`config.mk`:
```
export PLATFORM = sky130hd
export DESIGN_NAME = sbt_regs
export DESIGN_NICKNAME = d
export VERILOG_FILES = /design/src/sv/sbt_pkg.sv /design/src/sv/sbt_regs.sv
export SDC_FILE = /design/constraint.sdc
export NUM_CORES = 1
export LEC_CHECK = 0
export BUFFER_PORTS_ARGS = -buffer_cell sky130_fd_sc_hd__buf_2
export CORE_MARGIN = 4
export CORE_UTILIZATION = 46
export CTS_BUF_LIST = sky130_fd_sc_hd__clkbuf_4 sky130_fd_sc_hd__clkbuf_8
export CTS_CLUSTER_SIZE = 14
export DETAILED_ROUTE_END_ITERATION = 16
export GPL_ROUTABILITY_DRIVEN = 1
export PLACE_DENSITY_LB_ADDON = 0.12
export SLEW_MARGIN = 20
export SYNTH_ARGS = -nofsm -noshare
export SYNTH_HDL_FRONTEND = slang
export SYNTH_SLANG_ARGS = --single-unit
export TNS_END_PERCENT = 5
```
`constraint.sdc`:
```
create_clock -name clk -period 1.28 [get_ports clk]
set_input_delay 0.064 -clock clk [delete_from_list [all_inputs] [get_ports clk]]
set_output_delay 0.064 -clock clk [all_outputs]
set_load 0.01 [all_outputs]
```
`src/sv/sbt_pkg.sv`:
```
// ----------------------------------------------------------------------------
// sbt_pkg: shared types and codes for the sorted breakpoint table
// Holds the beat payload structs, the table entry layout, result codes and
// the controller/datapath command and status groups.
// ----------------------------------------------------------------------------
`timescale 1ns / 1ps

package sbt_pkg;

  localparam logic [1:0] MODE_LOOKUP = 2'd0;
  localparam logic [1:0] MODE_ADD    = 2'd1;
  localparam logic [1:0] MODE_REMOVE = 2'd2;

  localparam logic [1:0] STAT_OK      = 2'd0;
  localparam logic [1:0] STAT_INVALID = 2'd1;
  localparam logic [1:0] STAT_FULL    = 2'd2;
  localparam logic [1:0] STAT_FAULT   = 2'd3;

  // Register indexes of the configuration port (byte address bit 2).
  localparam logic REG_ARM_TRAP   = 1'b0;
  localparam logic REG_THUMB_TRAP = 1'b1;

  typedef struct packed {
    logic [1:0]  mode;
    logic [31:0] address;
    logic        thumb;
    logic        persist;
    logic [31:0] original_word;
    logic        access_fault;
  } in_item_t;

  typedef struct packed {
    logic [1:0]  status;
    logic [31:0] saved_word;
    logic        write_enable;
    logic [31:0] write_address;
    logic [31:0] write_data;
    logic        write_halfword;
  } out_item_t;

  typedef struct packed {
    logic [31:0] address;
    logic [31:0] saved_word;
    logic        is_halfword;
    logic        persistent;
  } entry_t;

  typedef enum logic [1:0] {
    ACT_NONE,
    ACT_INSERT,
    ACT_DELETE
  } action_t;

  typedef enum logic [3:0] {
    S_IDLE,
    S_SRCH,
    S_SCMP,
    S_INS_CHK,
    S_INS_MV,
    S_DEL_CHK,
    S_DEL_MV,
    S_DONE
  } sbt_state_t;

  // Commands from the controller to the datapath.
  typedef struct packed {
    logic load;
    logic srch_rd;
    logic idx_inc;
    logic decide;
    logic decide_cmp;
    logic ins_init;
    logic ins_rd;
    logic ins_wr;
    logic ins_new;
    logic del_init;
    logic del_rd;
    logic del_wr;
    logic finish;
  } sbt_cmd_t;

  // Status from the datapath to the controller.
  typedef struct packed {
    logic    srch_end;
    logic    srch_hit;
    action_t act;
    logic    ins_at_slot;
    logic    del_end;
  } sbt_stat_t;

endpackage

```
`src/sv/sbt_regs.sv`:
```
// ----------------------------------------------------------------------------
// sbt_regs: configuration registers
// Holds the word and halfword trap instructions behind the APB-style port.
// ----------------------------------------------------------------------------
`timescale 1ns / 1ps

module sbt_regs
  import sbt_pkg::*;
(
  input  logic        clk,
  input  logic        rst_n,
  input  logic        psel,
  input  logic        penable,
  input  logic        pwrite,
  input  logic [2:0]  paddr,
  input  logic [31:0] pwdata,
  output logic [31:0] prdata,
  output logic        pready,
  output logic [31:0] arm_trap,
  output logic [15:0] thumb_trap
);

  logic [31:0] arm_trap_r;
  logic [15:0] thumb_trap_r;
  logic        wr_en;

  assign pready = 1'b1;
  assign wr_en  = psel && penable && pwrite;

  always_ff @(posedge clk) begin
    if (!rst_n) begin
      arm_trap_r   <= '0;
      thumb_trap_r <= '0;
    end else if (wr_en) begin
      if (paddr[2] == REG_ARM_TRAP) begin
        arm_trap_r <= pwdata;
      end else begin
        thumb_trap_r <= pwdata[15:0];
      end
    end
  end

  assign prdata     = (paddr[2] == REG_THUMB_TRAP) ? {16'b0, thumb_trap_r} : arm_trap_r;
  assign arm_trap   = arm_trap_r;
  assign thumb_trap = thumb_trap_r;

endmodule

```
==> flow_results.org <==
** Finish
- At the end of the flow the core is filled with cells to 64.9%.
- Antenna diode count :: 0
- Final non-filler cell area :: 2900 um^2
- Number of nets in the final layout :: 382
- Of the cells placed in the final design, the portion with a size suffix greater than 1 is 43.7%.
- Area growth from synthesis to layout :: 33.0%

** Worst setup path
- Crit path cell chain :: mux2_2, buf_2
- Arrival time at the worst endpoint :: 1040 ps
- Among cell families on the critical path, the largest total delay comes from flip-flops.
- Critical path's slowest cell :: sky130_fd_sc_hd__dfxtp_1
- The critical path is of the reg -> out type.
- Element type at the critical path start :: register
- Along the worst path, the maximum fanout reaches 3.
- Maximum single-stage delay on the critical path :: 340 ps
- Sum of buffers and inverters on the critical path :: 1
- For the worst setup path, the data required time is 1220 ps.
- Crit path capture type :: output port

** Synth
- Ranking of synthesized cells by instance count :: sky130_fd_sc_hd__nand2_1 (80), sky130_fd_sc_hd__dfxtp_1 (48), sky130_fd_sc_hd__mux2i_1 (48)
- Number of register bits inferred by synthesis :: 48
- Top cell type's share of synthesized area :: 44.0%
- Synthesized cell area :: 2180 um^2
- Number of synthesized flops with an enable pin :: 0
- By area the synthesized netlist is led by sky130_fd_sc_hd__dfxtp_1 (44%), sky130_fd_sc_hd__mux2i_1 (22%), sky130_fd_sc_hd__nand2_1 (14%), sky130_fd_sc_hd__mux2_2 (8.3%), sky130_fd_sc_hd__nor2b_1 (4.6%).
- In the synthesized netlist the dominant register cell turns out to be sky130_fd_sc_hd__dfxtp_1.
- Number of nets in the synthesized netlist :: 270
- sky130_fd_sc_hd__dfxtp_1 takes more of the synthesized area than any other cell.
- Most frequently used cell type in the post-synthesis netlist :: sky130_fd_sc_hd__nand2_1
- The share of the Yosys chip area taken by registers is 44.0%.
- Dividing the synthesized area by the synthesized cell count gives 9.49 um^2.
- Post-synthesis instance total :: 230
- In this run, distinct cell masters in the synthesized netlist total 13.
- Fraction of registers with async set or reset after synthesis :: 0%
- Yosys warnings :: 0

** Detailed routing
- For this run, the detailed router's first-pass iteration total came to 4.
- Dividing the detail-routed via count by the number of cells gives 4.83.
- Routed length per instance :: 12.8 um
- Total length of routed wires :: 5060 um
- Number of design rule violations left after detail routing :: 0
- Total number of vias :: 1,909
- Number of design-rule violations left by the first detailed-router iteration :: 46
- Once detail routing completed, the nets flagged for antenna violations numbered 0.

** Timing
- The max-slew violation total from the final report is 0.
- Final cycle utilization of the critical path :: 86.2%
- Fin. Hold Viols :: 0
- Timing would allow up to 906 MHz.
- For the final routed database, the setup TNS stands at 0 ps.
- Setup repair after global routing left no endpoint under its margin.
- Setup violators final :: 0
- Across the routed clock network, the largest skew measured is 0 ps.
- The clock period could shrink to 1100 ps.

** Die
- The die covers 5910 um^2.
- The die is 76.9 um tall.
- Initial core utilization :: 48.8%
- The core region is 4470 um^2.
- The die is 76.9 um wide.
- Io pins :: 121
- Row generation in the floorplan step produced 24 rows.

** Place
- The placed instances occupy a cell area of 2780 um^2.
- Post-detail-place hpwl :: 3730 um
- Final GP Congestion :: 0.743
- The count of buffers added on input and output ports is 117.

** Global route
- Gr busiest metal :: met2
- Global routing consumed, over all layers together, 17.4% of the routing resources.
- Via count of the first global-routing pass :: 1,930
- Maximum number of pins on one net before global-route repair :: 81
- Global routing used 19.3% of the available met1 tracks.
- The first global-routing pass estimated 8560 um of wire.
- Met2 Track Usage GR :: 31.2%
- Met3 global-route usage :: 4.33%
- Initial antenna violation count :: 0
- Remaining global-route overflow :: 0

** Status
- Outcome :: completed

** Clock tree
- Clock buffers created by TritonCTS :: 5
- Clock-pin slew was measured on the worst setup and hold paths at 80 ps.
- TritonCTS clock tree :: built
- Buffer levels on the longest clock path :: 2
- The H-tree was split into 2 levels.
- Clock root buffer :: sky130_fd_sc_hd__clkbuf_8
- Number of buffers inserted for hold repair after clock tree synthesis :: 0
- In this run, post-CTS repair resized a total of 0 instances.
- Post-CTS setup repair buffer count :: 0
- Worst skew pair latency :: 290 ps
- The clock net in this run drives a total of 48 sinks.

** Power and ir drop
- Peak VDD IR :: 0.638 mV
- The design draws 3.03 mW.
- The analysis attributes to cell leakage a power of 1.55 nW.
- Power density relative to cell area :: 1040 nW/um^2

** Job
- Maximum capacitance violations :: 0

** Hold path
- In this run the worst hold path is classified as in -> reg.
placed cells by master, fill, tap and decap left out:
master                      count
sky130_fd_sc_hd__buf_4          5
sky130_fd_sc_hd__and4b_2        1
sky130_fd_sc_hd__conb_1         1
sky130_fd_sc_hd__mux2_2        16
sky130_fd_sc_hd__nand4_2        1
sky130_fd_sc_hd__dfxtp_1       48
sky130_fd_sc_hd__buf_2        117
sky130_fd_sc_hd__buf_12         2
sky130_fd_sc_hd__bufinv_16      1
sky130_fd_sc_hd__clkbuf_8       7
sky130_fd_sc_hd__nor2b_1       16
sky130_fd_sc_hd__nand2_1       80
sky130_fd_sc_hd__mux2i_1       48
path summary, 6_finish.rpt:
path	start	end	slack, ps	depth (start not counted)
max reg2reg	arm_trap[22]$_SDFFE_PN0P_	arm_trap[22]$_SDFFE_PN0P_	640	2
max	thumb_trap[11]$_SDFFE_PN0P_	prdata[11]	180	2
min	pwdata[17]	arm_trap[17]$_SDFFE_PN0P_	10	3
min reg2reg	arm_trap[23]$_SDFFE_PN0P_	arm_trap[23]$_SDFFE_PN0P_	460	2
worst register-to-register path: stages (launching register included):
cell	delay, ps
sky130_fd_sc_hd__dfxtp_1	350
sky130_fd_sc_hd__nand2_1	70
sky130_fd_sc_hd__mux2i_1	150
report_power, final:
part | internal [mW] | total, mW | leakage [nW] | switching (mW)
clock | 0.689 | 1.16 | 0.0645 | 0.474
sequential | 1.53 | 1.55 | 0.388 | 0.0228
combinational | 0.150 | 0.318 | 1.10 | 0.168
total | 2.36 | 3.03 | 1.55 | 0.665
kinds of logic (layout without fill, tap and decap cells):
kind of cell	count (synthesis)	after routing	share of synthesized area (%)
other	1	1	0.172
multiplexers	64	64	30.3
flip-flops	48	48	44.0
buffers and inverters	19	132	6.19
AND/OR/NAND/NOR	98	98	19.4
flip-flops by register name, indices dropped and copies added, names as in the netlist:
| register | cells |
|---|---|
| arm_trap | 32 |
| thumb_trap | 16 |
metal layers:
metal,share of wire [%],up-vias
met1,42,857
met4,2.1,0
met3,7.7,9
li1,-,972
met2,48,71
met5,0,-
cell type report:
class / count / area, um^2
fill: 386 / 1570
multi-input combinational: 163 / 1090
sequential: 48 / 961
timing repair buffer: 124 / 663
clock buffer: 7 / 96.3
tap: 52 / 65.1
clock inverter: 1 / 30.0
stage by stage:
stage                     std cells  setup WS, ps  hold WS, ps
final                           395           177         10.9
after global placement          387           262          312
after floorplan                 230           358          206
after detailed placement        387           210          318
after global routing            395           123         6.46
after CTS                       395           162         1.87
No activity file was read; power rests on OpenSTA's default activity.
