$ cat src/sv/sbt_pkg.sv
// ----------------------------------------------------------------------------
// sbt_pkg: shared types and codes for the sorted breakpoint table
// Holds the beat payload structs, the table entry layout, result codes and
// the controller/datapath command and status groups.
// ----------------------------------------------------------------------------
`timescale 1ns / 1ps

package sbt_pkg;

  localparam logic [1:0] MODE_LOOKUP = 2'd0;
  localparam logic [1:0] MODE_ADD    = 2'd1;
  localparam logic [1:0] MODE_REMOVE = 2'd2;

  localparam logic [1:0] STAT_OK      = 2'd0;
  localparam logic [1:0] STAT_INVALID = 2'd1;
  localparam logic [1:0] STAT_FULL    = 2'd2;
  localparam logic [1:0] STAT_FAULT   = 2'd3;

  // Register indexes of the configuration port (byte address bit 2).
  localparam logic REG_ARM_TRAP   = 1'b0;
  localparam logic REG_THUMB_TRAP = 1'b1;

  typedef struct packed {
    logic [1:0]  mode;
    logic [31:0] address;
    logic        thumb;
    logic        persist;
    logic [31:0] original_word;
    logic        access_fault;
  } in_item_t;

  typedef struct packed {
    logic [1:0]  status;
    logic [31:0] saved_word;
    logic        write_enable;
    logic [31:0] write_address;
    logic [31:0] write_data;
    logic        write_halfword;
  } out_item_t;

  typedef struct packed {
    logic [31:0] address;
    logic [31:0] saved_word;
    logic        is_halfword;
    logic        persistent;
  } entry_t;

  typedef enum logic [1:0] {
    ACT_NONE,
    ACT_INSERT,
    ACT_DELETE
  } action_t;

  typedef enum logic [3:0] {
    S_IDLE,
    S_SRCH,
    S_SCMP,
    S_INS_CHK,
    S_INS_MV,
    S_DEL_CHK,
    S_DEL_MV,
    S_DONE
  } sbt_state_t;

  // Commands from the controller to the datapath.
  typedef struct packed {
    logic load;
    logic srch_rd;
    logic idx_inc;
    logic decide;
    logic decide_cmp;
    logic ins_init;
    logic ins_rd;
    logic ins_wr;
    logic ins_new;
    logic del_init;
    logic del_rd;
    logic del_wr;
    logic finish;
  } sbt_cmd_t;

  // Status from the datapath to the controller.
  typedef struct packed {
    logic    srch_end;
    logic    srch_hit;
    action_t act;
    logic    ins_at_slot;
    logic    del_end;
  } sbt_stat_t;

endpackage

$ cat src/sv/sbt_ctrl.sv
// ----------------------------------------------------------------------------
// sbt_ctrl: breakpoint table controller
// Sequences the linear search, the decision and the shift of entries.
// ----------------------------------------------------------------------------
`timescale 1ns / 1ps

module sbt_ctrl
  import sbt_pkg::*;
(
  input  logic      clk,
  input  logic      rst_n,
  input  logic      start,
  input  sbt_stat_t stat,
  output sbt_cmd_t  cmd,
  output logic      busy,
  output logic      out_valid
);

  sbt_state_t state_r, state_nxt;

  always_ff @(posedge clk) begin
    if (!rst_n) begin
      state_r <= S_IDLE;
    end else begin
      state_r <= state_nxt;
    end
  end

  always_comb begin
    state_nxt = state_r;
    case (state_r)
      S_IDLE: begin
        if (start) begin
          state_nxt = S_SRCH;
        end
      end
      S_SRCH: begin
        if (stat.srch_end) begin
          if (stat.act == ACT_INSERT) begin
            state_nxt = S_INS_CHK;
          end else begin
            state_nxt = S_DONE;
          end
        end else begin
          state_nxt = S_SCMP;
        end
      end
      S_SCMP: begin
        if (!stat.srch_hit) begin
          state_nxt = S_SRCH;
        end else if (stat.act == ACT_INSERT) begin
          state_nxt = S_INS_CHK;
        end else if (stat.act == ACT_DELETE) begin
          state_nxt = S_DEL_CHK;
        end else begin
          state_nxt = S_DONE;
        end
      end
      S_INS_CHK: state_nxt = stat.ins_at_slot ? S_DONE : S_INS_MV;
      S_INS_MV:  state_nxt = S_INS_CHK;
      S_DEL_CHK: state_nxt = stat.del_end ? S_DONE : S_DEL_MV;
      S_DEL_MV:  state_nxt = S_DEL_CHK;
      S_DONE:    state_nxt = S_IDLE;
      default:   state_nxt = S_IDLE;
    endcase
  end

  always_comb begin
    cmd       = '0;
    busy      = 1'b1;
    out_valid = 1'b0;
    case (state_r)
      S_IDLE: begin
        busy     = 1'b0;
        cmd.load = start;
      end
      S_SRCH: begin
        if (stat.srch_end) begin
          cmd.decide   = 1'b1;
          cmd.ins_init = (stat.act == ACT_INSERT);
        end else begin
          cmd.srch_rd = 1'b1;
        end
      end
      S_SCMP: begin
        if (stat.srch_hit) begin
          cmd.decide     = 1'b1;
          cmd.decide_cmp = 1'b1;
          cmd.ins_init   = (stat.act == ACT_INSERT);
          cmd.del_init   = (stat.act == ACT_DELETE);
        end else begin
          cmd.idx_inc = 1'b1;
        end
      end
      S_INS_CHK: begin
        if (stat.ins_at_slot) begin
          cmd.ins_new = 1'b1;
        end else begin
          cmd.ins_rd = 1'b1;
        end
      end
      S_INS_MV:  cmd.ins_wr = 1'b1;
      S_DEL_CHK: cmd.del_rd = !stat.del_end;
      S_DEL_MV:  cmd.del_wr = 1'b1;
      S_DONE: begin
        cmd.finish = 1'b1;
        out_valid  = 1'b1;
      end
      default: begin
        busy = 1'b1;
      end
    endcase
  end

endmodule

$ cat config.mk
export PLATFORM = sky130hd
export DESIGN_NAME = sbt_ctrl
export DESIGN_NICKNAME = d
export VERILOG_FILES = /design/src/sv/sbt_pkg.sv /design/src/sv/sbt_ctrl.sv
export SDC_FILE = /design/constraint.sdc
export NUM_CORES = 1
export LEC_CHECK = 0
export BUFFER_PORTS_ARGS = -buffer_cell sky130_fd_sc_hd__buf_4
export CAP_MARGIN = 20
export CORE_AREA = 2 2 39 41
export CTS_BUF_LIST = sky130_fd_sc_hd__clkbuf_2
export DETAILED_ROUTE_END_ITERATION = 16
export DIE_AREA = 0 0 41 43
export GPL_TIMING_DRIVEN = 0
export HOLD_SLACK_MARGIN = 0.08
export PLACE_DENSITY = 0.61
export SLEW_MARGIN = 10
export SYNTH_ARGS = -nofsm -noshare
export SYNTH_HDL_FRONTEND = slang
export SYNTH_SLANG_ARGS = --single-unit
$ cat constraint.sdc
create_clock -name clk -period 1.9 [get_ports clk]
set_clock_uncertainty 0.2 [all_clocks]
set_input_delay 0.19 -clock clk [delete_from_list [all_inputs] [get_ports clk]]
set_output_delay 0.19 -clock clk [all_outputs]
set_load 0.05 [all_outputs]
==> impl_metrics.yaml <==
run_status:
  result_of_the_run: "finished, final reports clean"
grt:
  pin_count_of_the_biggest_net_entering_global_routing: 11
  via_count_of_the_first_global_routing_pass: 350
  global_route.peak_usage_layer: "met2"
  groute.layer.met2.usage_pct: 16.3
  groute.layer.met1.usage_pct: 13.8
  global_route_overflow: 0
  grt_pass1_wl_um: 1320
  grt.total_usage_pct: 10.7
  grt_antenna_before_repair: 0
  met3_track_demand_over_resource_pct: 0
worst_setup_path:
  timing.rr.end: "state_r[2]"
  timing.critical_path.slowest_cell_delay_ns: 0.32
  worst_ep_arrival_time_ns: 1.39
  start_kind: "flip-flop"
  worstReg2RegStart: "state_r[2]"
  critical_path_peak_fanout: 10
  rr_worst_depth: 4
  timing.critical_path.slowest_stage_cell: "sky130_fd_sc_hd__dfxtp_1"
  r2r_setup_slack_ns: 0.54
  crit_family: "buffers and inverters"
  worst_setup_path_startpoint: "state_r[1]"
  setup.worst_path.end_class: "output pin"
  worst-path-buf-inv: 2
  critical_path_class: "flip-flop to output pin"
  critical_path.cell_chain: "clkbuf_4 > and2b_1 > a22oi_2 > nor3_2 > buf_4"
  worstPathRequired_ns: 1.51
synth:
  syn-mean-instance-area_um2: 8.21
  synth.yosys.warnings: 0
  synth.net_count: 52
  yosys.cell_types.count: 29
  syn_inst: 43
  synth-seq-cells: 3
  seq_area_frac_synth_pct: 17.0
  total_standard_cell_area_after_synthesis_um2: 353
timing:
  tightest_slew_ns: 0.246
  final_min_period_over_clock_period_pct: 93.8
  timing.fmax_mhz: 561
  totalNegativeSetupSlack_ns: 0
  fin_ws_ns: 0.118
  maxSlewViolCount: 0
  finalCriticalPeriod_ns: 1.78
  finalSetupViolCount: 0
  hold_violations: 0
  grt_setup_unrepaired: "no"
  max-slew-margin-rel_pct: 83.4
clock_tree:
  cts-buffers-inserted: 3
  cts-root-to-sink-buffers: 2
  clock-root-buffer: "sky130_fd_sc_hd__clkbuf_2"
  cts_num_sinks: 3
  cts_post_setup_buffers_inserted: 0
  cts_tree: "yes"
  worst_skew_pair.late_latency_ns: 0.20
  clock_tree.htree_level_count: 1
  clk_pin_slew_worst_paths_ns: 0.04
layout:
  design.final.nets: 81
  largest_reg_flops: 3
  registers.top_by_ff_count: "state_r"
  syn_to_final_growth_pct: 72.7
  final_common_cell: "sky130_fd_sc_hd__buf_4"
  post_layout_nonfiller_instances: 87
  final_core_utilization_pct: 44.0
  layout_common_cells: "25 x sky130_fd_sc_hd__buf_4, 4 x sky130_fd_sc_hd__clkbuf_2"
  diodes: 0
  layout-drive-gt1-share_pct: 63.4
  fillCellCount: 163
  reg_top3: "state_r: 3 flops"
routing:
  route.vias.total: 393
  route.detailed.vias_per_inst: 4.52
  ant_nets: 0
  pre_antenna_drt_iters: 2
  drc: 0
  drt-total-wl_um: 856
  detailedRoute.firstIterationViolations: 2
  wl_per_cell_um: 9.84
hold_path:
  hold-path-cell-count: 3
  holdCritStartpoint: "stat[2]"
  worst_hold_path.endpoint: "state_r[1]"
  hold_class: "primary input to flip-flop"
floorplanning:
  io_pins: 24
  die-area_um2: 1760
  fp.dieH_um: 43
  initial_standard_cell_utilization_of_the_core_pct: 25.5
  placeableCoreArea_um2: 1380
  die_x_um: 41
  floorplan.rows: 14
power_and_ir_drop:
  sw_frac_of_total_pct: 44.8
  net-switching-power_mw: 0.176
  ir_worst_vdd_v: 0.000250
  power.sequential.fraction_pct: 18.9
  p_leak_nw: 0.308
  internal-power_mw: 0.217
  p_total_mw: 0.393
  power_frac_comb_pct: 59.2
  power-per-cell-area_nw_per_um2: 645
  clock_power_share_pct: 21.9
place:
  preCtsSetupSlack_ns: 0.308
  place.detailed.hpwl_um: 707
  post-place-cells: 82
  portBuffers: 23
  placer_s_final_routability_congestion_estimate: 0.658
run:
  max_cap_violation_count: 0
[worst max-delay path by stage]
stage | end | depth (start not counted)
finish | cmd[7] | 5
global route | cmd[7] | 5
detailed placement | cmd[7] | 5
CTS | cmd[7] | 5
global placement | cmd[7] | 5
floorplan | cmd[7] | 4
[tightest hold or removal path, cell delays in order]
cell                      delay, ns
sky130_fd_sc_hd__buf_4         0.10
sky130_fd_sc_hd__o21ai_1       0.07
sky130_fd_sc_hd__a21oi_1       0.11
[through the flow]
stage / hold slack, ns / instance area [um^2]
2_1_floorplan: 0.136 / 382
3_3_place_gp: 0.280 / 574
3_5_place_dp: 0.282 / 574
4_1_cts: 0.102 / 604
5_1_grt: 0.124 / 609
6_report: 0.110 / 609
[cell usage after synthesis]
library cell / instances / area, um^2
sky130_fd_sc_hd__a21oi_1: 3 / 15.0
sky130_fd_sc_hd__a22oi_1: 1 / 7.51
sky130_fd_sc_hd__a22oi_2: 1 / 12.5
sky130_fd_sc_hd__and2_1: 1 / 6.26
sky130_fd_sc_hd__and2b_1: 1 / 7.51
sky130_fd_sc_hd__and3b_1: 1 / 8.76
sky130_fd_sc_hd__and4bb_4: 1 / 16.3
sky130_fd_sc_hd__buf_2: 2 / 10.0
sky130_fd_sc_hd__buf_4: 2 / 15.0
sky130_fd_sc_hd__buf_6: 1 / 11.3
sky130_fd_sc_hd__dfxtp_1: 3 / 60.1
sky130_fd_sc_hd__inv_1: 3 / 11.3
sky130_fd_sc_hd__mux2_2: 1 / 11.3
sky130_fd_sc_hd__mux2i_1: 1 / 10.0
sky130_fd_sc_hd__nand2_1: 1 / 3.75
sky130_fd_sc_hd__nand2b_1: 2 / 12.5
sky130_fd_sc_hd__nand3_1: 1 / 5.00
sky130_fd_sc_hd__nor2_1: 3 / 11.3
sky130_fd_sc_hd__nor2b_1: 1 / 6.26
sky130_fd_sc_hd__nor3_1: 1 / 5.00
sky130_fd_sc_hd__nor3_2: 1 / 10.0
sky130_fd_sc_hd__nor3b_1: 3 / 22.5
sky130_fd_sc_hd__nor3b_2: 1 / 12.5
sky130_fd_sc_hd__nor4bb_1: 1 / 10.0
sky130_fd_sc_hd__o211ai_2: 1 / 12.5
sky130_fd_sc_hd__o21ai_1: 2 / 10.0
sky130_fd_sc_hd__o2bb2ai_1: 1 / 8.76
sky130_fd_sc_hd__or3_4: 1 / 11.3
sky130_fd_sc_hd__xor2_1: 1 / 8.76
[cells by family after synthesis]
kind of cell	Yosys count	share of synthesized area [%]
mux	2	6.03
buf+inv	8	13.5
simple gates	20	42.2
compound gates	9	18.8
flops	3	17.0
xor+xnor	1	2.48
[layer usage]
layer  up-vias  wire length, um  share of wire [%]
met5         -                0                  0
met4         0                0                  0
met3         0               70                8.2
met2        13              423                 49
met1       172              363                 42
li1        208                -                  -
[what timing repair did]
action / 4_1_cts / 5_1_grt
setup endpoints to repair: 0 / 1
hold endpoints to repair: 2 / 0
hold buffers: 1 / 0
gates resized for setup: 0 / 2
[final cells by class]
cell class	instances	area (um^2)	share of cell area, %
Inverter	3	11.3	1.85
Timing Repair Buffer	24	183	30.0
Sequential cell	3	60.1	9.86
Buffer	5	38.8	6.37
Multi-Input combinational cell	32	277	45.4
Clock buffer	4	20.0	3.29
Tap cell	16	20.0	3.29
[power by group through the flow]
stage	sequential [mW]	combinational (mW)	clock, mW
after floorplan	0.0745	0.169	0
after global placement	0.0748	0.229	0
after detailed placement	0.0754	0.230	0
after CTS	0.0743	0.232	0.0895
after global routing	0.0749	0.248	0.0967
final	0.0743	0.233	0.0862
Note: power is estimated with default switching activity, not from simulation.
