==> src/sv/sbt_pkg.sv <==
// ----------------------------------------------------------------------------
// sbt_pkg: shared types and codes for the sorted breakpoint table
// Holds the beat payload structs, the table entry layout, result codes and
// the controller/datapath command and status groups.
// ----------------------------------------------------------------------------
`timescale 1ns / 1ps

package sbt_pkg;

  localparam logic [1:0] MODE_LOOKUP = 2'd0;
  localparam logic [1:0] MODE_ADD    = 2'd1;
  localparam logic [1:0] MODE_REMOVE = 2'd2;

  localparam logic [1:0] STAT_OK      = 2'd0;
  localparam logic [1:0] STAT_INVALID = 2'd1;
  localparam logic [1:0] STAT_FULL    = 2'd2;
  localparam logic [1:0] STAT_FAULT   = 2'd3;

  // Register indexes of the configuration port (byte address bit 2).
  localparam logic REG_ARM_TRAP   = 1'b0;
  localparam logic REG_THUMB_TRAP = 1'b1;

  typedef struct packed {
    logic [1:0]  mode;
    logic [31:0] address;
    logic        thumb;
    logic        persist;
    logic [31:0] original_word;
    logic        access_fault;
  } in_item_t;

  typedef struct packed {
    logic [1:0]  status;
    logic [31:0] saved_word;
    logic        write_enable;
    logic [31:0] write_address;
    logic [31:0] write_data;
    logic        write_halfword;
  } out_item_t;

  typedef struct packed {
    logic [31:0] address;
    logic [31:0] saved_word;
    logic        is_halfword;
    logic        persistent;
  } entry_t;

  typedef enum logic [1:0] {
    ACT_NONE,
    ACT_INSERT,
    ACT_DELETE
  } action_t;

  typedef enum logic [3:0] {
    S_IDLE,
    S_SRCH,
    S_SCMP,
    S_INS_CHK,
    S_INS_MV,
    S_DEL_CHK,
    S_DEL_MV,
    S_DONE
  } sbt_state_t;

  // Commands from the controller to the datapath.
  typedef struct packed {
    logic load;
    logic srch_rd;
    logic idx_inc;
    logic decide;
    logic decide_cmp;
    logic ins_init;
    logic ins_rd;
    logic ins_wr;
    logic ins_new;
    logic del_init;
    logic del_rd;
    logic del_wr;
    logic finish;
  } sbt_cmd_t;

  // Status from the datapath to the controller.
  typedef struct packed {
    logic    srch_end;
    logic    srch_hit;
    action_t act;
    logic    ins_at_slot;
    logic    del_end;
  } sbt_stat_t;

endpackage

==> src/sv/sbt_dp.sv <==
// ----------------------------------------------------------------------------
// sbt_dp: breakpoint table datapath
// Entry memory, scan index, request capture, result decision and count.
// ----------------------------------------------------------------------------
`timescale 1ns / 1ps

module sbt_dp
  import sbt_pkg::*;
#(
  parameter int TABLE_DEPTH = 16
) (
  input  logic        clk,
  input  logic        rst_n,
  input  in_item_t    in_data,
  input  logic [31:0] arm_trap,
  input  logic [15:0] thumb_trap,
  input  sbt_cmd_t    cmd,
  output sbt_stat_t   stat,
  output out_item_t   out_data
);

  localparam int CW = $clog2(TABLE_DEPTH + 1);
  localparam int AW = (TABLE_DEPTH > 1) ? $clog2(TABLE_DEPTH) : 1;
  localparam logic [CW-1:0] DEPTH_C = CW'(TABLE_DEPTH);

  entry_t          mem [TABLE_DEPTH];
  entry_t          rd_q;
  logic            rd_en;
  logic [CW-1:0]   rd_idx;
  logic            wr_en;
  entry_t          wr_ent;

  in_item_t        req_r;
  logic [31:0]     key_r;
  logic [CW-1:0]   idx_r, idx_nxt;
  logic [CW-1:0]   slot_r;
  logic [CW-1:0]   count_r;
  action_t         act_r;
  out_item_t       res_r;

  logic            found_c;
  logic            invalid_c;
  action_t         act_c;
  out_item_t       res_c;
  logic [CW-1:0]   idx_dec;
  logic [CW-1:0]   idx_inc;
  logic [CW:0]     idx_p1_wide;

  assign idx_dec     = idx_r - 1'b1;
  assign idx_inc     = idx_r + 1'b1;
  assign idx_p1_wide = {1'b0, idx_r} + 1'b1;

  // Memory ports: one registered read, one write.
  always_comb begin
    rd_en  = cmd.srch_rd || cmd.ins_rd || cmd.del_rd;
    rd_idx = idx_r;
    if (cmd.ins_rd) begin
      rd_idx = idx_dec;
    end else if (cmd.del_rd) begin
      rd_idx = idx_inc;
    end
    wr_en  = cmd.ins_wr || cmd.del_wr || cmd.ins_new;
    wr_ent = rd_q;
    if (cmd.ins_new) begin
      wr_ent.address     = key_r;
      wr_ent.saved_word  = req_r.thumb ? {16'b0, req_r.original_word[15:0]}
                                       : req_r.original_word;
      wr_ent.is_halfword = req_r.thumb;
      wr_ent.persistent  = req_r.persist;
    end
  end

  always_ff @(posedge clk) begin
    if (wr_en) begin
      mem[idx_r[AW-1:0]] <= wr_ent;
    end
  end

  always_ff @(posedge clk) begin
    if (rd_en) begin
      rd_q <= mem[rd_idx[AW-1:0]];
    end
  end

  // Decision once the slot is known.
  always_comb begin
    found_c   = cmd.decide_cmp && (rd_q.address == key_r);
    invalid_c = (req_r.mode == MODE_ADD) && !req_r.thumb && (req_r.address[1:0] != 2'b00);
    act_c     = ACT_NONE;
    res_c     = '0;
    res_c.status = STAT_INVALID;
    case (req_r.mode)
      MODE_LOOKUP: begin
        if (found_c) begin
          res_c.status     = STAT_OK;
          res_c.saved_word = rd_q.saved_word;
        end
      end
      MODE_ADD: begin
        if (invalid_c) begin
          res_c.status = STAT_INVALID;
        end else if (found_c) begin
          res_c.status = STAT_OK;
        end else if (count_r == DEPTH_C) begin
          res_c.status = STAT_FULL;
        end else if (req_r.access_fault) begin
          res_c.status = STAT_FAULT;
        end else begin
          act_c                = ACT_INSERT;
          res_c.status         = STAT_OK;
          res_c.write_enable   = 1'b1;
          res_c.write_address  = key_r;
          res_c.write_data     = req_r.thumb ? {16'b0, thumb_trap} : arm_trap;
          res_c.write_halfword = req_r.thumb;
        end
      end
      MODE_REMOVE: begin
        if (!found_c) begin
          res_c.status = STAT_INVALID;
        end else if (req_r.access_fault) begin
          res_c.status = STAT_FAULT;
        end else begin
          act_c                = ACT_DELETE;
          res_c.status         = STAT_OK;
          res_c.write_enable   = 1'b1;
          res_c.write_address  = rd_q.address;
          res_c.write_data     = rd_q.is_halfword ? {16'b0, rd_q.saved_word[15:0]}
                                                  : rd_q.saved_word;
          res_c.write_halfword = rd_q.is_halfword;
        end
      end
      default: begin
        res_c.status = STAT_INVALID;
      end
    endcase
  end

  always_comb begin
    idx_nxt = idx_r;
    if (cmd.load) begin
      idx_nxt = '0;
    end else if (cmd.idx_inc || cmd.del_wr) begin
      idx_nxt = idx_inc;
    end else if (cmd.ins_wr) begin
      idx_nxt = idx_dec;
    end else if (cmd.ins_init) begin
      idx_nxt = count_r;
    end else if (cmd.del_init) begin
      // The search stopped on the entry being deleted, so the index is the slot.
      idx_nxt = idx_r;
    end
  end

  always_ff @(posedge clk) begin
    idx_r <= idx_nxt;
    if (cmd.load) begin
      req_r <= in_data;
      // Lookups match the address as given; add and remove drop bit 0.
      key_r <= (in_data.mode == MODE_LOOKUP) ? in_data.address
                                             : {in_data.address[31:1], 1'b0};
    end
    if (cmd.decide) begin
      slot_r <= idx_r;
      res_r  <= res_c;
    end
  end

  always_ff @(posedge clk) begin
    if (!rst_n) begin
      count_r <= '0;
      act_r   <= ACT_NONE;
    end else begin
      if (cmd.decide) begin
        act_r <= act_c;
      end
      if (cmd.finish) begin
        if (act_r == ACT_INSERT) begin
          count_r <= count_r + 1'b1;
        end else if (act_r == ACT_DELETE) begin
          count_r <= count_r - 1'b1;
        end
      end
    end
  end

  assign stat.srch_end    = (idx_r == count_r);
  assign stat.srch_hit    = (rd_q.address >= key_r);
  assign stat.act         = act_c;
  assign stat.ins_at_slot = (idx_r == slot_r);
  assign stat.del_end     = (idx_p1_wide >= {1'b0, count_r});
  assign out_data         = res_r;

endmodule

==> config.mk <==
export PLATFORM = sky130hd
export DESIGN_NAME = sbt_dp
export DESIGN_NICKNAME = d
export VERILOG_FILES = /design/src/sv/sbt_pkg.sv /design/src/sv/sbt_dp.sv
export SDC_FILE = /design/constraint.sdc
export NUM_CORES = 2
export LEC_CHECK = 0
export ABC_AREA = 1
export BUFFER_PORTS_ARGS = -buffer_cell sky130_fd_sc_hd__buf_2
export CAP_MARGIN = 25
export CORE_MARGIN = 5
export CORE_UTILIZATION = 60
export DETAILED_ROUTE_END_ITERATION = 8
export MAX_ROUTING_LAYER = met4
export PLACE_DENSITY = 0.76
export SLEW_MARGIN = 20
export SYNTH_ARGS = -nofsm -noshare
export SYNTH_HDL_FRONTEND = slang
export SYNTH_SLANG_ARGS = --single-unit
==> constraint.sdc <==
create_clock -name clk -period 8.15 [get_ports clk]
set_input_delay 0.4075 -clock clk [delete_from_list [all_inputs] [get_ports clk]]
set_output_delay 0.4075 -clock clk [all_outputs]
set_load 0.01 [all_outputs]
==> impl_metrics.toml <==
[setup_path]
path_buf_inv = 4
worstPathRequired_ps = 7740
cp-start-kind = "flop"
crit_arrival_ps = 4340
crit_path_max_incr_delay_ps = 590
slowest_stage = "nand2_1"
critPathKind = "flop to primary output"
crit_path_max_fanout = 39
crit_family = "simple AND/OR/NAND/NOR gates"
setup.worst_path.end_class = "primary output"
cp_common_cell = "nand2_1"
path_cells = "inv_1 > ha_1 > nand2_1 > nor2_1 > nand2_1 > nor2_2 > nand3_1 > nand2_1 > inv_2 > buf_4 > buf_2"

[drt]
vias = 39400
first_pass_iters = 9
drc = 2
wl_per_cell_um = 20.9
drtIter0Drc = 5272
drt-total-wl_um = 147000
ant_nets = 0
viasPerCell = 5.62

[power]
total_power_w = 0.0166
peakVddDrop_v = 0.000212
power_leakage_nw = 27.8
p_per_area_nw_per_um2 = 259

[floorplanning]
die_w_um = 316
rows = 112
core_area_um2 = 93200
start_util_pct = 60.4
die-area_um2 = 100000
die_h_um = 316
ios = 238

[sta]
fin_ws_ps = 3400
post-route-min-period_ps = 4750
period_share_pct = 58.2
final-hold-violation-count = 0
worstMarginPinSlew_ps = 1150
rsz0062_at_grt = "no"
setup_tns_ps = 0
skew_ps = 31.0
finalSetupViolCount = 0
fmax_mhz = 211
slew_headroom_pct = 23.3
slew_viol_final = 0

[global_routing]
grt.overflow.total = 0
antenna_found_initial = 7
grt_pass1_vias = 38200
grt_usage_pct = 30.0
grt_pass1_wl_um = 220000
grt_max_degree = 201

[clock_tree]
cts_buffer_depth = 3
cts-root-buf = "clkbuf_16"
path_clk_slew_ps = 60
cts_tree = "done"
numCtsBuffers = 134
clk_latency_ps = 750
cts_setup_buffers = 0
cts_max_level = 4
cts_sinks = 1291

[placed_design]
dpl.hpwl_um = 76700
port_buffers = 235
dp_slack_ps = 3810
place_congestion = 0.801

[yosys]
synth_nets = 5525
syn_area_per_cell_um2 = 10.5
syn_area_um2 = 56300
seq_area_frac_synth_pct = 68.6
synth-main-ff-cell = "edfxtp_1"
ys.warnings.count = 0
synthCells = 5342
synthArstFlopShare_pct = 0
synth_edf_count = 1279
synth_cell_types = 42
ys_ff_latch = 1291

[run_status]
violations = "DRC"
status = "complete, but fails checks"

[final_layout]
syn2layout_area_growth_pct = 13.6
final_util_pct = 68.6
final_nets = 5845
layout_common_cells = "1516 x nand2_1, 1279 x edfxtp_1, 1048 x inv_1, 860 x nand3_1, 232 x buf_2"
layout-drive-gt1-share_pct = 10.6
final_common_cell = "nand2_1"

[flow_run]
drv_cap = 0

[hold_path]
min_path_type = "input pin to flop"
-- state kept, by name (all words and copies together) (netlist names) --
register,count
key_r,32
idx_r,5
rd_q,65
out_data,100
act_r,2
req_r,37
mem,1040
slot_r,5
count_r,5
-- tightest hold or removal path: stages --
cell and delay (ps):
buf_2 80, nand2_1 40, nand2_1 50, nand2_1 60, o21ai_2 50
-- per-stage QoR --
stage	cells	hold WS (ps)	instance area [µm²]
after floorplan	5342	409	56300
after global placement	6689	524	58800
after detailed placement	6690	545	58800
after CTS	7011	0.630	63900
after global routing	7016	38.5	64000
final	7016	40.5	64000
-- cell type report --
cell class	instances	area, µm²
flip-flops and latches	1291	38600
fillers	6365	29200
multi-input cells	2743	12600
inverters	1059	3990
clock buffers	159	3510
repair buffers	433	2970
well taps	1254	1570
clock inverters	76	717
diodes	1	2.50
-- per-layer routing --
layer  up-vias  GRT usage (%)  share of wire (%)
met5         -              -                  0
met1     18700           39.8                 37
met4         0           11.1                3.4
met3       372           5.89                 12
li1      18000              -                  -
met2      2407           47.0                 47
-- Yosys cell counts (12+ instances only) --
cell type,n,area [µm²]
buf_4,25,188
o21ai_1,16,80.1
nand2_1,1517,5690
buf_2,183,916
nor2_1,85,319
ha_1,50,626
a21oi_1,31,155
nand3_1,861,4310
edfxtp_1,1279,38400
o21ai_2,32,280
clkbuf_1,26,97.6
nand4_1,16,100
o21ai_0,88,440
inv_1,1048,3930
dfxtp_1,12,240
-- worst paths after layout --
path	cells after the start	to	slack, ps	from
min reg2reg	0	slot_r[4]	560	idx_r[4]
max reg2reg	11	rd_q[48]	3670	idx_r[0]
max	11	stat[2]	3400	key_r[31]
min	5	out_data[2]	40	arm_trap[1]
-- power by group --
part	switching, W	internal [W]
Combinational	0.00181	0.000679
Clock	0.00252	0.00343
Sequential	0.000163	0.00798
Total	0.00449	0.0121
-- repair_timing --
| action | CTS | global route |
|---|---|---|
| hold buffers | 86 | 0 |
| hold endpoints to repair | 92 | 0 |
| setup endpoints to repair | 0 | 0 |
| resized for setup | 0 | 0 |
-- cells by family (layout without fill, tap and decap cells) --
group	after synthesis	count (layout)	share of synthesized area (%)
and+or+nand+nor	2505	2505	18.8
DFF	1291	1291	68.6
buffers and inverters	1308	1727	9.41
other	0	1	0
AOI/OAI and AO/OA	180	180	1.88
adders and majority gates	51	51	1.15
xor gates and xnor gates	7	7	0.109
Note: power is estimated with default switching activity, not from simulation.
